--- src/sv/sfb_pkg.sv ---
package sfb_pkg;

  localparam int DATA_BYTES   = 54;
  localparam int HDR_LEN      = 10;
  localparam int POS_W        = $clog2(DATA_BYTES + 1);
  localparam int HIDX_W       = $clog2(HDR_LEN);
  localparam int LFSR_W       = 15;
  localparam logic [LFSR_W-1:0] LFSR_SEED = 15'h0401;
  localparam int CFG_W        = 16;
  localparam int CFG_IDX_W    = 3;
  localparam int CMDQ_DEPTH   = 2;
  localparam int CMDQ_PTR_W   = $clog2(CMDQ_DEPTH);
  localparam int CMDQ_CNT_W   = $clog2(CMDQ_DEPTH + 1);

  typedef enum logic [CFG_IDX_W-1:0] {
    REG_PROTOCOL = 3'd0,
    REG_SOURCE   = 3'd1,
    REG_DEST     = 3'd2,
    REG_MSG_TYPE = 3'd3,
    REG_LENGTH   = 3'd4
  } cfg_reg_t;

  typedef enum logic [1:0] {
    BK_FIRST,
    BK_HDR,
    BK_DATA,
    BK_PAD
  } bk_state_t;

  typedef struct packed {
    logic [7:0] sample;
    logic       end_of_stream;
  } in_word_t;

  typedef struct packed {
    logic [7:0] frame_byte;
    logic       frame_done;
    logic       run_last;
  } out_word_t;

  // Classified work item handed from the front end to the back end.
  typedef struct packed {
    logic [7:0] sample;
    logic       hdr;
    logic       pad;
  } cmd_t;

  typedef struct packed {
    logic [7:0]  protocol_code;
    logic [15:0] source_address;
    logic [15:0] destination_address;
    logic [7:0]  message_type;
    logic [15:0] length_word;
    logic [15:0] checksum;
  } cfg_t;

  function automatic logic [7:0] hdr_byte(input logic [HIDX_W-1:0] idx, input cfg_t c);
    logic [7:0] b;
    case (idx)
      4'd0:    b = c.protocol_code;
      4'd1:    b = c.source_address[7:0];
      4'd2:    b = c.source_address[15:8];
      4'd3:    b = c.destination_address[7:0];
      4'd4:    b = c.destination_address[15:8];
      4'd5:    b = c.message_type;
      4'd6:    b = c.length_word[7:0];
      4'd7:    b = c.length_word[15:8];
      4'd8:    b = c.checksum[7:0];
      4'd9:    b = c.checksum[15:8];
      default: b = 8'h00;
    endcase
    return b;
  endfunction

endpackage

--- src/sv/sfb_front.sv ---
module sfb_front (
  input  logic             clk,
  input  logic             rst_n,
  input  logic             in_push,
  input  sfb_pkg::in_word_t in_data,
  input  logic             q_full,
  output logic             q_push,
  output sfb_pkg::cmd_t    q_cmd
);
  import sfb_pkg::*;

  logic [POS_W-1:0] pos_r, pos_nxt;
  logic [POS_W-1:0] pos_inc;
  logic             fills;

  assign q_push  = in_push && !q_full;
  assign pos_inc = pos_r + POS_W'(1);
  assign fills   = (pos_inc == POS_W'(DATA_BYTES));

  // Tag each word: header first on a fresh frame, padding after an end marker
  // that leaves the frame open.
  always_comb begin
    q_cmd.sample = in_data.sample;
    q_cmd.hdr    = (pos_r == '0);
    q_cmd.pad    = in_data.end_of_stream && !fills;
  end

  always_comb begin
    pos_nxt = pos_r;
    if (q_push) begin
      if (fills || in_data.end_of_stream) begin
        pos_nxt = '0;
      end else begin
        pos_nxt = pos_inc;
      end
    end
  end

  always_ff @(posedge clk) begin
    if (!rst_n) begin
      pos_r <= '0;
    end else begin
      pos_r <= pos_nxt;
    end
  end

endmodule

--- src/sv/sfb_cmd_fifo.sv ---
module sfb_cmd_fifo (
  input  logic          clk,
  input  logic          rst_n,
  input  logic          push,
  input  sfb_pkg::cmd_t push_cmd,
  output logic          full,
  input  logic          pop,
  output logic          valid,
  output sfb_pkg::cmd_t head
);
  import sfb_pkg::*;

  cmd_t                  mem_r [CMDQ_DEPTH];
  logic [CMDQ_PTR_W-1:0] wp_r, wp_nxt, rp_r, rp_nxt;
  logic [CMDQ_CNT_W-1:0] cnt_r, cnt_nxt;
  logic                  do_push, do_pop;

  assign full    = (cnt_r == CMDQ_CNT_W'(CMDQ_DEPTH));
  assign valid   = (cnt_r != '0);
  assign head    = mem_r[rp_r];
  assign do_push = push && !full;
  assign do_pop  = pop && valid;

  always_comb begin
    wp_nxt  = do_push ? wp_r + CMDQ_PTR_W'(1) : wp_r;
    rp_nxt  = do_pop ? rp_r + CMDQ_PTR_W'(1) : rp_r;
    cnt_nxt = cnt_r;
    if (do_push && !do_pop) begin
      cnt_nxt = cnt_r + CMDQ_CNT_W'(1);
    end else if (do_pop && !do_push) begin
      cnt_nxt = cnt_r - CMDQ_CNT_W'(1);
    end
  end

  always_ff @(posedge clk) begin
    if (!rst_n) begin
      wp_r  <= '0;
      rp_r  <= '0;
      cnt_r <= '0;
    end else begin
      wp_r  <= wp_nxt;
      rp_r  <= rp_nxt;
      cnt_r <= cnt_nxt;
    end
  end

  always_ff @(posedge clk) begin
    if (do_push) begin
      mem_r[wp_r] <= push_cmd;
    end
  end

`ifndef SYNTHESIS
  a_cnt_range: assert property (@(posedge clk) disable iff (!rst_n)
    cnt_r <= CMDQ_CNT_W'(CMDQ_DEPTH)) else $error("command queue overfilled");
  a_pop_valid: assert property (@(posedge clk) disable iff (!rst_n)
    pop |-> valid) else $error("command popped from empty queue");
  a_push_lands: assert property (@(posedge clk) disable iff (!rst_n)
    (do_push && !do_pop) |=> valid) else $error("pushed command went missing");
`endif

endmodule

--- src/sv/sfb_back.sv ---
module sfb_back (
  input  logic               clk,
  input  logic               rst_n,
  input  logic               cmd_valid,
  input  sfb_pkg::cmd_t      cmd,
  output logic               cmd_pop,
  input  sfb_pkg::cfg_t      cfg,
  output logic               out_empty,
  input  logic               out_pop,
  output sfb_pkg::out_word_t out_data
);
  import sfb_pkg::*;

  bk_state_t         state_r, state_nxt;
  logic [HIDX_W-1:0] hidx_r, hidx_nxt;
  logic [POS_W-1:0]  pos_r, pos_nxt, pos_inc;
  logic [LFSR_W-1:0] lfsr_r, lfsr_nxt;

  out_word_t  obuf_r [2];
  logic       owp_r, orp_r;
  logic [1:0] ocnt_r, ocnt_nxt;
  logic       obuf_full, opush, opop;

  logic       prod, emit_data, frame_end, item_end, fb, hdr_last;
  logic [7:0] data_in;
  out_word_t  word;

  assign obuf_full = (ocnt_r == 2'd2);
  assign prod      = cmd_valid && !obuf_full;
  assign emit_data = (state_r == BK_FIRST && !cmd.hdr) || state_r == BK_DATA ||
                     state_r == BK_PAD;
  assign data_in   = (state_r == BK_PAD) ? 8'h00 : cmd.sample;
  assign fb        = lfsr_r[0] ^ lfsr_r[1];
  assign pos_inc   = pos_r + POS_W'(1);
  assign frame_end = emit_data && (pos_inc == POS_W'(DATA_BYTES));
  assign item_end  = emit_data && (frame_end || (state_r != BK_PAD && !cmd.pad));
  assign hdr_last  = (hidx_r == HIDX_W'(HDR_LEN - 1));

  always_comb begin
    state_nxt = state_r;
    if (prod) begin
      case (state_r)
        BK_FIRST: begin
          if (cmd.hdr) begin
            state_nxt = BK_HDR;
          end else if (!item_end) begin
            state_nxt = BK_PAD;
          end
        end
        BK_HDR:  state_nxt = hdr_last ? BK_DATA : BK_HDR;
        BK_DATA: state_nxt = item_end ? BK_FIRST : BK_PAD;
        BK_PAD:  state_nxt = item_end ? BK_FIRST : BK_PAD;
        default: state_nxt = BK_FIRST;
      endcase
    end
  end

  always_comb begin
    word.frame_done = frame_end;
    word.run_last   = item_end;
    if (emit_data) begin
      word.frame_byte = {data_in[7:1], data_in[0] ^ fb};
    end else begin
      word.frame_byte = hdr_byte((state_r == BK_HDR) ? hidx_r : '0, cfg);
    end
    cmd_pop  = prod && item_end;
    hidx_nxt = hidx_r;
    pos_nxt  = pos_r;
    lfsr_nxt = lfsr_r;
    if (prod) begin
      if (state_r == BK_FIRST && cmd.hdr) begin
        hidx_nxt = HIDX_W'(1);
      end else if (state_r == BK_HDR) begin
        hidx_nxt = hdr_last ? '0 : hidx_r + HIDX_W'(1);
      end
      if (emit_data) begin
        if (frame_end) begin
          pos_nxt  = '0;
          lfsr_nxt = LFSR_SEED;
        end else begin
          pos_nxt  = pos_inc;
          lfsr_nxt = {fb, lfsr_r[LFSR_W-1:1]};
        end
      end
    end
  end

  always_ff @(posedge clk) begin
    if (!rst_n) begin
      state_r <= BK_FIRST;
      hidx_r  <= '0;
      pos_r   <= '0;
      lfsr_r  <= LFSR_SEED;
    end else begin
      state_r <= state_nxt;
      hidx_r  <= hidx_nxt;
      pos_r   <= pos_nxt;
      lfsr_r  <= lfsr_nxt;
    end
  end

  // Two-entry output buffer
  assign opush     = prod;
  assign opop      = out_pop && !out_empty;
  assign out_empty = (ocnt_r == 2'd0);
  assign out_data  = obuf_r[orp_r];

  always_comb begin
    ocnt_nxt = ocnt_r;
    if (opush && !opop) begin
      ocnt_nxt = ocnt_r + 2'd1;
    end else if (opop && !opush) begin
      ocnt_nxt = ocnt_r - 2'd1;
    end
  end

  always_ff @(posedge clk) begin
    if (!rst_n) begin
      owp_r  <= 1'b0;
      orp_r  <= 1'b0;
      ocnt_r <= 2'd0;
    end else begin
      owp_r  <= owp_r ^ opush;
      orp_r  <= orp_r ^ opop;
      ocnt_r <= ocnt_nxt;
    end
  end

  always_ff @(posedge clk) begin
    if (opush) begin
      obuf_r[owp_r] <= word;
    end
  end

`ifndef SYNTHESIS
  a_obuf_range: assert property (@(posedge clk) disable iff (!rst_n)
    ocnt_r <= 2'd2) else $error("output buffer overfilled");
  a_frame_reseed: assert property (@(posedge clk) disable iff (!rst_n)
    (prod && frame_end) |=> (pos_r == '0 && lfsr_r == LFSR_SEED))
    else $error("frame end did not reseed");
  a_hidx_range: assert property (@(posedge clk) disable iff (!rst_n)
    (state_r == BK_HDR) |-> (hidx_r != '0 && hidx_r < HIDX_W'(HDR_LEN)))
    else $error("header index out of range");
`endif

endmodule

--- src/sv/scrambled_frame_builder.sv ---
// Frame builder with PRBS15 scrambling. Each word pushed on the input carries
// one sample byte; the block emits 64-byte frames made of a 10-byte header
// (protocol code, source, destination, message type, length, checksum, all
// little-endian, checksum the one's complement of the low 16 bits of the field
// sum) followed by 54 data bytes whose LSB is XORed with a 15-bit LFSR bit
// reseeded to 0x0401 at every frame. A sample that ends the stream closes the
// frame with scrambled zero bytes. The back-end sequencer emits one byte per
// clock while a command waits and the output buffer has room; a sample in mid
// frame yields one data byte, the first of a frame the 10 header bytes plus
// its data byte, and an end-of-stream sample adds up to 53 pad bytes. Samples
// wait in the command queue, their bytes are registered in the output buffer;
// a two-word command queue and a two-word output buffer let input and output
// stall independently. Write the registers only while idle.
module scrambled_frame_builder (
  input  logic                        clk,
  input  logic                        rst_n,
  input  logic                        in_push,
  input  sfb_pkg::in_word_t           in_data,
  output logic                        in_full,
  output logic                        out_empty,
  input  logic                        out_pop,
  output sfb_pkg::out_word_t          out_data,
  input  logic                        cfg_we,
  input  logic [sfb_pkg::CFG_IDX_W-1:0] cfg_index,
  input  logic [sfb_pkg::CFG_W-1:0]   cfg_data
);
  import sfb_pkg::*;

  logic [7:0]  protocol_r;
  logic [15:0] source_r;
  logic [15:0] dest_r;
  logic [7:0]  msg_type_r;
  logic [15:0] length_r;
  logic [17:0] field_sum;
  cfg_t        cfg;

  logic q_push, q_full, q_valid, q_pop;
  cmd_t q_cmd, q_head;

  // Hold the header fields; ignore writes to unknown indexes.
  always_ff @(posedge clk) begin
    if (!rst_n) begin
      protocol_r <= 8'd1;
      source_r   <= 16'd4097;
      dest_r     <= 16'd8193;
      msg_type_r <= 8'd1;
      length_r   <= 16'd512;
    end else if (cfg_we) begin
      case (cfg_index)
        REG_PROTOCOL: protocol_r <= cfg_data[7:0];
        REG_SOURCE:   source_r   <= cfg_data;
        REG_DEST:     dest_r     <= cfg_data;
        REG_MSG_TYPE: msg_type_r <= cfg_data[7:0];
        REG_LENGTH:   length_r   <= cfg_data;
        default:      ;
      endcase
    end
  end

  // Sum the fields wide, keep the low 16 bits, complement.
  assign field_sum = 18'(protocol_r) + 18'(source_r) + 18'(dest_r) +
                     18'(msg_type_r) + 18'(length_r);

  always_comb begin
    cfg.protocol_code       = protocol_r;
    cfg.source_address      = source_r;
    cfg.destination_address = dest_r;
    cfg.message_type        = msg_type_r;
    cfg.length_word         = length_r;
    cfg.checksum            = ~field_sum[15:0];
  end

  assign in_full = q_full;

  sfb_front u_front (
    .clk     (clk),
    .rst_n   (rst_n),
    .in_push (in_push),
    .in_data (in_data),
    .q_full  (q_full),
    .q_push  (q_push),
    .q_cmd   (q_cmd)
  );

  sfb_cmd_fifo u_cmdq (
    .clk      (clk),
    .rst_n    (rst_n),
    .push     (q_push),
    .push_cmd (q_cmd),
    .full     (q_full),
    .pop      (q_pop),
    .valid    (q_valid),
    .head     (q_head)
  );

  sfb_back u_back (
    .clk       (clk),
    .rst_n     (rst_n),
    .cmd_valid (q_valid),
    .cmd       (q_head),
    .cmd_pop   (q_pop),
    .cfg       (cfg),
    .out_empty (out_empty),
    .out_pop   (out_pop),
    .out_data  (out_data)
  );

endmodule
--- config.mk ---
export PLATFORM = sky130hd
export DESIGN_NAME = scrambled_frame_builder
export DESIGN_NICKNAME = d
export VERILOG_FILES = /design/src/sv/sfb_pkg.sv /design/src/sv/sfb_front.sv /design/src/sv/sfb_cmd_fifo.sv /design/src/sv/sfb_back.sv /design/src/sv/scrambled_frame_builder.sv
export SDC_FILE = /design/constraint.sdc
export NUM_CORES = 1
export LEC_CHECK = 0
export ABC_AREA = 1
export BUFFER_PORTS_ARGS = -buffer_cell sky130_fd_sc_hd__buf_2
export CORE_UTILIZATION = 60
export CTS_CLUSTER_SIZE = 14
export DETAILED_ROUTE_END_ITERATION = 10
export PLACE_DENSITY = 0.78
export SETUP_SLACK_MARGIN = 0.4
export SLEW_MARGIN = 15
export SYNTH_ARGS = -nofsm -noshare
export SYNTH_HDL_FRONTEND = slang
export SYNTH_SLANG_ARGS = --single-unit
--- constraint.sdc ---
create_clock -name clk -period 10.04 [get_ports clk]
set_input_delay 1.004 -clock clk [delete_from_list [all_inputs] [get_ports clk]]
set_output_delay 1.004 -clock clk [all_outputs]
set_load 0.02 [all_outputs]
==> summary.md, run 1 <==
| Metric | Value |
|---|---|
| Status | complete, no violations |
| Worst Path Arrival | 4.04 ns |
| Initial antenna violation count | 0 |
| Initial core utilization | 61.6% |
| Min-Delay Startpoint | u_back.lfsr_r[5]$_SDFFE_PN0P_ |
| Critical path peak fanout | 3 |
| DP HPWL | 15.3 mm |
| Sequential fraction of the synthesis area | 39.1% |
| GR Util All Layers | 30.5% |
| Worst reg2reg endpoint | u_back.obuf_r[1][7]$_DFFE_PP_ |
| Final Hold Fails | 0 |
| First-pass GRT wire length | 34.1 mm |
| Drt via density | 5.56 |
| Post-synth top flop | dfxtp_1 |
| Ports | 45 |
| CTS tree | done |
| Die H | 121 µm |
| Yosys cell types | 46 |
| # DRC | 0 |
| Synth Cell Area | 0.00855 mm² |
| N_diodes | 0 |
| Xor/xnor cell area share of the yosys netlist | 1.23% |
| Avg Synthesized Cell Area | 7.74 µm² |
| Worst-case clock buffer depth | 2 |
| Max_slew headroom | 27.0% |
| Static leakage | 4.34 nW |
| Dpl cell area | 0.00885 mm² |
| Switching Fraction | 34.5% |
| Crit Path Category | flip-flop to flip-flop |
| Worst Hold Class | flip-flop to flip-flop |
| Main combinational cell family by area after synthesis | simple AND/OR/NAND/NOR gates |
| Depth of the CTS H-tree | 4 |
| RD Place Congestion | 0.909 |
| CTS Buf Count | 17 |
| Layout cells sized above 1 | 10.1% |
| WL/cell | 15.8 µm |
| Hold-fix buffers, CTS | 0 |
| Compound-Gate Fraction of Synth Area | 11.1% |
| Area Overhead vs Synth | 10.8% |
| Max Freq | 258 MHz |
| Met1 Track Usage GR | 40.4% |
| Clock Skews | 0.0209 ns |
| Req. time, crit path | 10.21 ns |
| Max Slew Vio Count | 0 |
| Post-synth EDFFs | 40 |
| Crit start category | flip-flop |
| R2R Setup Slk | 6.17 ns |
| Largest net degree at the start of global routing | 76 |
| Drt first pass iters | 6 |
| Met3 Use GR | 6.06% |
| Hold Crit Depth | 2 |
| Initial DRC Count | 605 |
| Setup Buffers After CTS | 0 |
| IO buf count | 44 |
| Vias | 7413 |
| Total power | 2.00 mW |
| Post-synth ARST share | 0% |
| Final setup TNS | 0 ns |
| Int Power | 1.31 mW |
| Seq pwr share | 38.8% |
| Worst-margin pin slew | 1.09 ns |
| Final setup fails | 0 |
| Synthesized flop and latch total | 147 |
| Max_cap viols | 0 |
| Cell row count | 43 |
| Synth Area in Adders | 13.0% |
| Reg-to-reg startpoint | dest_r[1]$_SDFFE_PN0P_ |
| Hold WS | 0.463 ns |
| Die Wd | 121 µm |
| Total Wirelength | 21.0 mm |
| CTS Root Cell | clkbuf_16 |
| Multiplexer share of the synthesized area | 1.32% |
| Met2 GRT Util | 48.9% |
| Setup crit end kind | flip-flop |
| # resized after CTS | 0 |
| Final ANT Viol Nets | 0 |
| Fin crit period | 3.87 ns |
| Min-Delay Endpoint | u_back.lfsr_r[4]$_SDFFE_PN0P_ |
| Clk Latency, worst-skew pair | 0.44 ns |
| CTS sink cnt | 147 |
| Fraction of power consumed by combinational cells | 27.5% |
| Post-route design area | 0.00947 mm² |
| R2r worst-path depth | 18 |
| Gr busiest metal | met2 |
| Pwr Density | 211 mW/mm² |
| Grt ovf | 0 |
| RSZ-0062 raised after global routing | no |
| Syn. warnings | 0 |
| Mapped Cells | 1104 |
| Simple-gate portion of the synthesized area | 24.7% |
| Syn_nets | 1208 |
| Die ar. | 0.0147 mm² |
| Core ar. | 0.0139 mm² |
| Proportion of power drawn by the clock network | 33.8% |
| Final #Nets | 1244 |
| CTS clk-pin slew, worst paths | 0.06 ns |
| Final Cycle Share | 38.6% |
| Peak VDD IR | 0.000159 V |
| P_sw | 689 µW |
| Vias in the first global route | 6971 |
==> how the worst max path moves through the flow <==
stage                           start                            end  slack [ns]  depth (start not counted)
6_report       dest_r[1]$_SDFFE_PN0P_  u_back.obuf_r[1][7]$_DFFE_PP_        6.17                         18
5_1_grt        dest_r[1]$_SDFFE_PN0P_  u_back.obuf_r[1][7]$_DFFE_PP_        5.85                         18
4_1_cts        dest_r[1]$_SDFFE_PN0P_  u_back.obuf_r[1][7]$_DFFE_PP_        6.16                         18
3_5_place_dp   dest_r[1]$_SDFFE_PN0P_  u_back.obuf_r[0][7]$_DFFE_PP_        6.19                         18
3_3_place_gp   dest_r[1]$_SDFFE_PN0P_  u_back.obuf_r[0][7]$_DFFE_PP_        6.26                         18
2_1_floorplan  dest_r[1]$_SDFFE_PN0P_  u_back.obuf_r[0][3]$_DFFE_PP_        6.64                         17
==> per-stage QoR <==
stage          worst slack (ns)  utilization [%]  cells
4_1_cts                    6.16             68.2   1333
3_3_place_gp               6.26             63.8   1301
5_1_grt                    5.85             68.2   1333
3_5_place_dp               6.19             63.8   1301
6_report                   6.17             68.2   1333
2_1_floorplan              6.64                -   1104
==> cell usage after synthesis (all sizes together) (19+ instances only) <==
master,number,area share (%)
fa,30,7.0
o21ai,81,4.9
edfxtp,40,14
nand2,241,11
inv,172,7.6
nor2,116,5.6
dfxtp,107,25
ha,41,6.0
clkbuf,19,0.83
nand3,103,6.3
a21oi,71,4.2
==> flip-flops by register name, summed over array words and instances (netlist names), 4 cells and up, named ones only <==
signal / count
length_r: 16
dest_r: 16
u_front.pos_r: 6
u_back.pos_r: 6
u_back.hidx_r: 4
u_back.lfsr_r: 15
msg_type_r: 8
u_cmdq.mem_r: 20
protocol_r: 8
u_back.obuf_r: 20
source_r: 16
==> area by class of cell <==
class	instances	area, µm²
clock buffers	21	440
clock inverters	11	178
fillers	1188	4410
inverters	174	657
multi-input cells	754	4390
flip-flops and latches	147	3340
well taps	180	225
repair buffers	46	235
==> layer usage <==
metal | share of wire, % | routed length (µm) | vias to the layer above
li1 | - | - | 3625
met1 | 44 | 9240 | 3460
met2 | 46 | 9720 | 285
met3 | 7.1 | 1490 | 43
met4 | 2.8 | 586 | 0
met5 | 0 | 0 | -
==> cell usage in the layout (no fill, tap or decap), types with 6 or more instances in the layout <==
cell,instances
mux2_2,10
dfxtp_1,107
nand4_1,6
buf_2,44
edfxtp_1,40
fa_1,30
inv_1,168
o21ai_0,76
a21oi_1,71
o211ai_1,9
nand2_1,238
nand3_1,98
xor2_1,10
or2_2,7
nor2_1,108
clkbuf_16,17
ha_1,41
==> cell families after synthesis <==
kind of cell / after synthesis
fa+ha+maj: 71
flops: 147
xor+xnor: 12
simple gates: 486
mux: 10
compound gates: 175
buf+inv: 203
==> power by group through the flow <==
| stage | sequential (mW) | combinational (mW) | clock, mW |
|---|---|---|---|
| after CTS | 0.774 | 0.549 | 0.677 |
| after detailed placement | 0.786 | 0.542 | 0 |
| after floorplan | 0.762 | 0.415 | 0 |
| after global routing | 0.788 | 0.610 | 0.700 |
| after global placement | 0.783 | 0.531 | 0 |
| final | 0.775 | 0.549 | 0.675 |
==> worst max-delay path: stages (launching register included) <==
cell	delay (ns)
dfxtp_1	0.31
inv_1	0.08
fa_1	0.59
fa_1	0.45
fa_1	0.47
inv_1	0.07
ha_1	0.19
inv_1	0.07
fa_1	0.39
inv_1	0.09
nand3_1	0.09
nand2_1	0.13
nand2_1	0.06
nand3_1	0.13
nand3b_1	0.09
nor2_1	0.19
nand2_1	0.08
nand2_1	0.07
nand2_1	0.06
Note: power is estimated with default switching activity, not from simulation.
==> inputs of run 2 (changes only) <==
- CORE_UTILIZATION: 60 -> 56
- PLACE_DENSITY: 0.78 -> 0.77
- clock period: 10.04 -> 3.2 ns (I/O delays scaled with it)
==> run 2 against run 1 <==
Against the previous run:
- the flow now finishes with violations (design-rule violations, negative setup slack)
- combinational power grew to 3.5 times the previous value
- power grew to 3.1 times the previous value
- utilization is 1.4 points higher
- worst hold slack worse by 0.39 ns
- setup slack worse by 6.5 ns
- sequential power grew to 3.1 times the previous value
- largest cell class unchanged
==> summary.md, run 2 (synthesized netlist as in run 1, its figures left out) <==
| Metric | Value |
|---|---|
| Total Wirelength | 22.5 mm |
| First-pass GRT wire length | 36.5 mm |
| Proportion of power drawn by the clock network | 30.7% |
| WL/cell | 16.0 µm |
| Max Freq | 280 MHz |
| Peak VDD IR | 0.000504 V |
| Total power | 6.26 mW |
| P_sw | 2.27 mW |
| Max_slew headroom | 30.6% |
| Seq pwr share | 38.8% |
| Die Wd | 126 µm |
| Number of fill cells | 1180 |
| Layout cells sized above 1 | 23.1% |
| Area of the multi-input gates | 0.00464 mm² |
| Die ar. | 0.0158 mm² |
| Final setup fails | 16 |
| Cell row count | 44 |
| Final Cycle Share | 112% |
| Vias in the first global route | 7281 |
| Worst Hold Class | primary input to flip-flop |
| DP HPWL | 16.1 mm |
| Largest net degree at the start of global routing | 75 |
| Most frequent cells in the layout | nand2_1, inv_1, nor2_1 |
| Drt via density | 5.45 |
| Max_cap viols | 0 |
| RD Place Congestion | 0.973 |
| Clk Latency, worst-skew pair | 0.43 ns |
| Area Overhead vs Synth | 19.7% |
| Final #Nets | 1314 |
| GR Util All Layers | 29.8% |
| RSZ-0062 raised after global routing | yes |
| Pwr Density | 612 mW/mm² |
| Failing checks | design-rule violations, negative setup slack |
| Worst-margin pin slew | 1.04 ns |
| Die H | 126 µm |
| Dpl cell area | 0.00939 mm² |
| Fin crit period | 3.57 ns |
| Most common cell after layout, fill and taps aside | nand2_1 |
| Post-route design area | 0.0102 mm² |
| Post-Route Utilization | 69.6% |
| Final ANT Viol Nets | 0 |
| Post-place setup slack | -0.418 ns |
| Static leakage | 4.69 nW |
| Initial core utilization | 58.2% |
| Max Slew Vio Count | 0 |
| Req. time, crit path | 3.37 ns |
| Final setup TNS | -5.09 ns |
| CTS clk-pin slew, worst paths | 0.07 ns |
| CTS sink cnt | 147 |
| Largest regs | u_back.obuf_r: 20 flops, u_cmdq.mem_r: 20 flops |
| N_diodes | 0 |
| Final WS setup | -0.373 ns |
| Drt first pass iters | 8 |
| Grt ovf | 0 |
| Ports | 45 |
| Worst-case clock buffer depth | 2 |
| # DRC | 2 |
| IO buf count | 44 |
| CTS Root Cell | clkbuf_16 |
| Critical path peak fanout | 5 |
| Crit start category | flip-flop |
| Final Hold Fails | 0 |
| Initial antenna violation count | 0 |
| Register area | 0.00336 mm² |
| Vias | 7668 |
| Clock Skews | 0.00868 ns |
| Initial DRC Count | 704 |
| Status | finished, violations left |
| Switching Fraction | 36.3% |
| Crit Path Category | flip-flop to flip-flop |
| Int Power | 3.99 mW |
| CTS tree | done |
| Fraction of power consumed by combinational cells | 30.5% |
| Core ar. | 0.0147 mm² |
| Worst Path Arrival | 3.74 ns |
| CTS Buf Count | 17 |
| Depth of the CTS H-tree | 4 |
| Setup crit end kind | flip-flop |
## run 2: metal layers
layer | wire [µm] | GRT usage (%) | vias to the layer above
li1 | - | - | 3773
met1 | 9890 | 40.4 | 3568
met2 | 10300 | 47.3 | 288
met3 | 1880 | 7.10 | 39
met4 | 422 | 8.90 | 0
met5 | 0 | 0 | -
## run 2: critical path, stage by stage, from the launching register on
cell and delay [ns]:
dfxtp_2 0.33, inv_1 0.07, fa_1 0.53, inv_2 0.04, fa_1 0.49, inv_2 0.04, fa_1 0.56, inv_2 0.06
ha_4 0.31, nand2_2 0.07, nor2_2 0.15, buf_4 0.12, nand3_1 0.10, nand3_1 0.12, nand2_1 0.06, nand3_1 0.07
nand2_1 0.06, nand2_1 0.06, nand2_1 0.06
## run 2: per-stage QoR
stage / hold slack, ns / cells
2_1_floorplan: 0.419 / 1104
3_3_place_gp: 0.446 / 1364
3_5_place_dp: 0.452 / 1364
4_1_cts: 0.0636 / 1402
5_1_grt: 0.0658 / 1407
6_report: 0.0736 / 1407
## run 2: cell type report
type                    instances  share of cell area, %
multi-input cells             754                   45.4
flip-flops and latches        147                   32.9
repair buffers                116                   7.55
inverters                     174                   6.45
clock buffers                  19                   4.44
well taps                     184                   2.25
clock inverters                13                   1.11
## run 2: what timing repair did
item	4_1_cts	5_1_grt
endpoints found under the setup margin	16	16
pin swaps	27	32
buffers inserted	6	5
gates resized for setup	38	32
hold buffers	0	0
hold endpoints to repair	0	0
## run 2: path summary, 6_finish.rpt
| kind | depth (start not counted) | from | slack (ns) | to |
|---|---|---|---|---|
| worst min register to register | 2 | u_back.lfsr_r[3]$_SDFFE_PN0P_ | 0.46 | u_back.lfsr_r[2]$_SDFFE_PN0P_ |
| worst max register to register | 18 | source_r[6]$_SDFFE_PN0P_ | -0.37 | u_back.obuf_r[1][6]$_DFFE_PP_ |
| worst max-delay path | 18 | source_r[6]$_SDFFE_PN0P_ | -0.37 | u_back.obuf_r[1][6]$_DFFE_PP_ |
| worst min-delay path | 1 | in_data[1] | 0.07 | u_cmdq.mem_r[1][2]$_DFFE_PP_ |
## run 2: power by group through the flow
stage / clock network [mW] / registers, mW / logic (mW)
2_1_floorplan: 0 / 2.39 / 1.33
3_3_place_gp: 0 / 2.45 / 1.75
3_5_place_dp: 0 / 2.46 / 1.79
4_1_cts: 1.93 / 2.43 / 1.85
5_1_grt: 2.01 / 2.46 / 2.10
6_report: 1.92 / 2.43 / 1.91
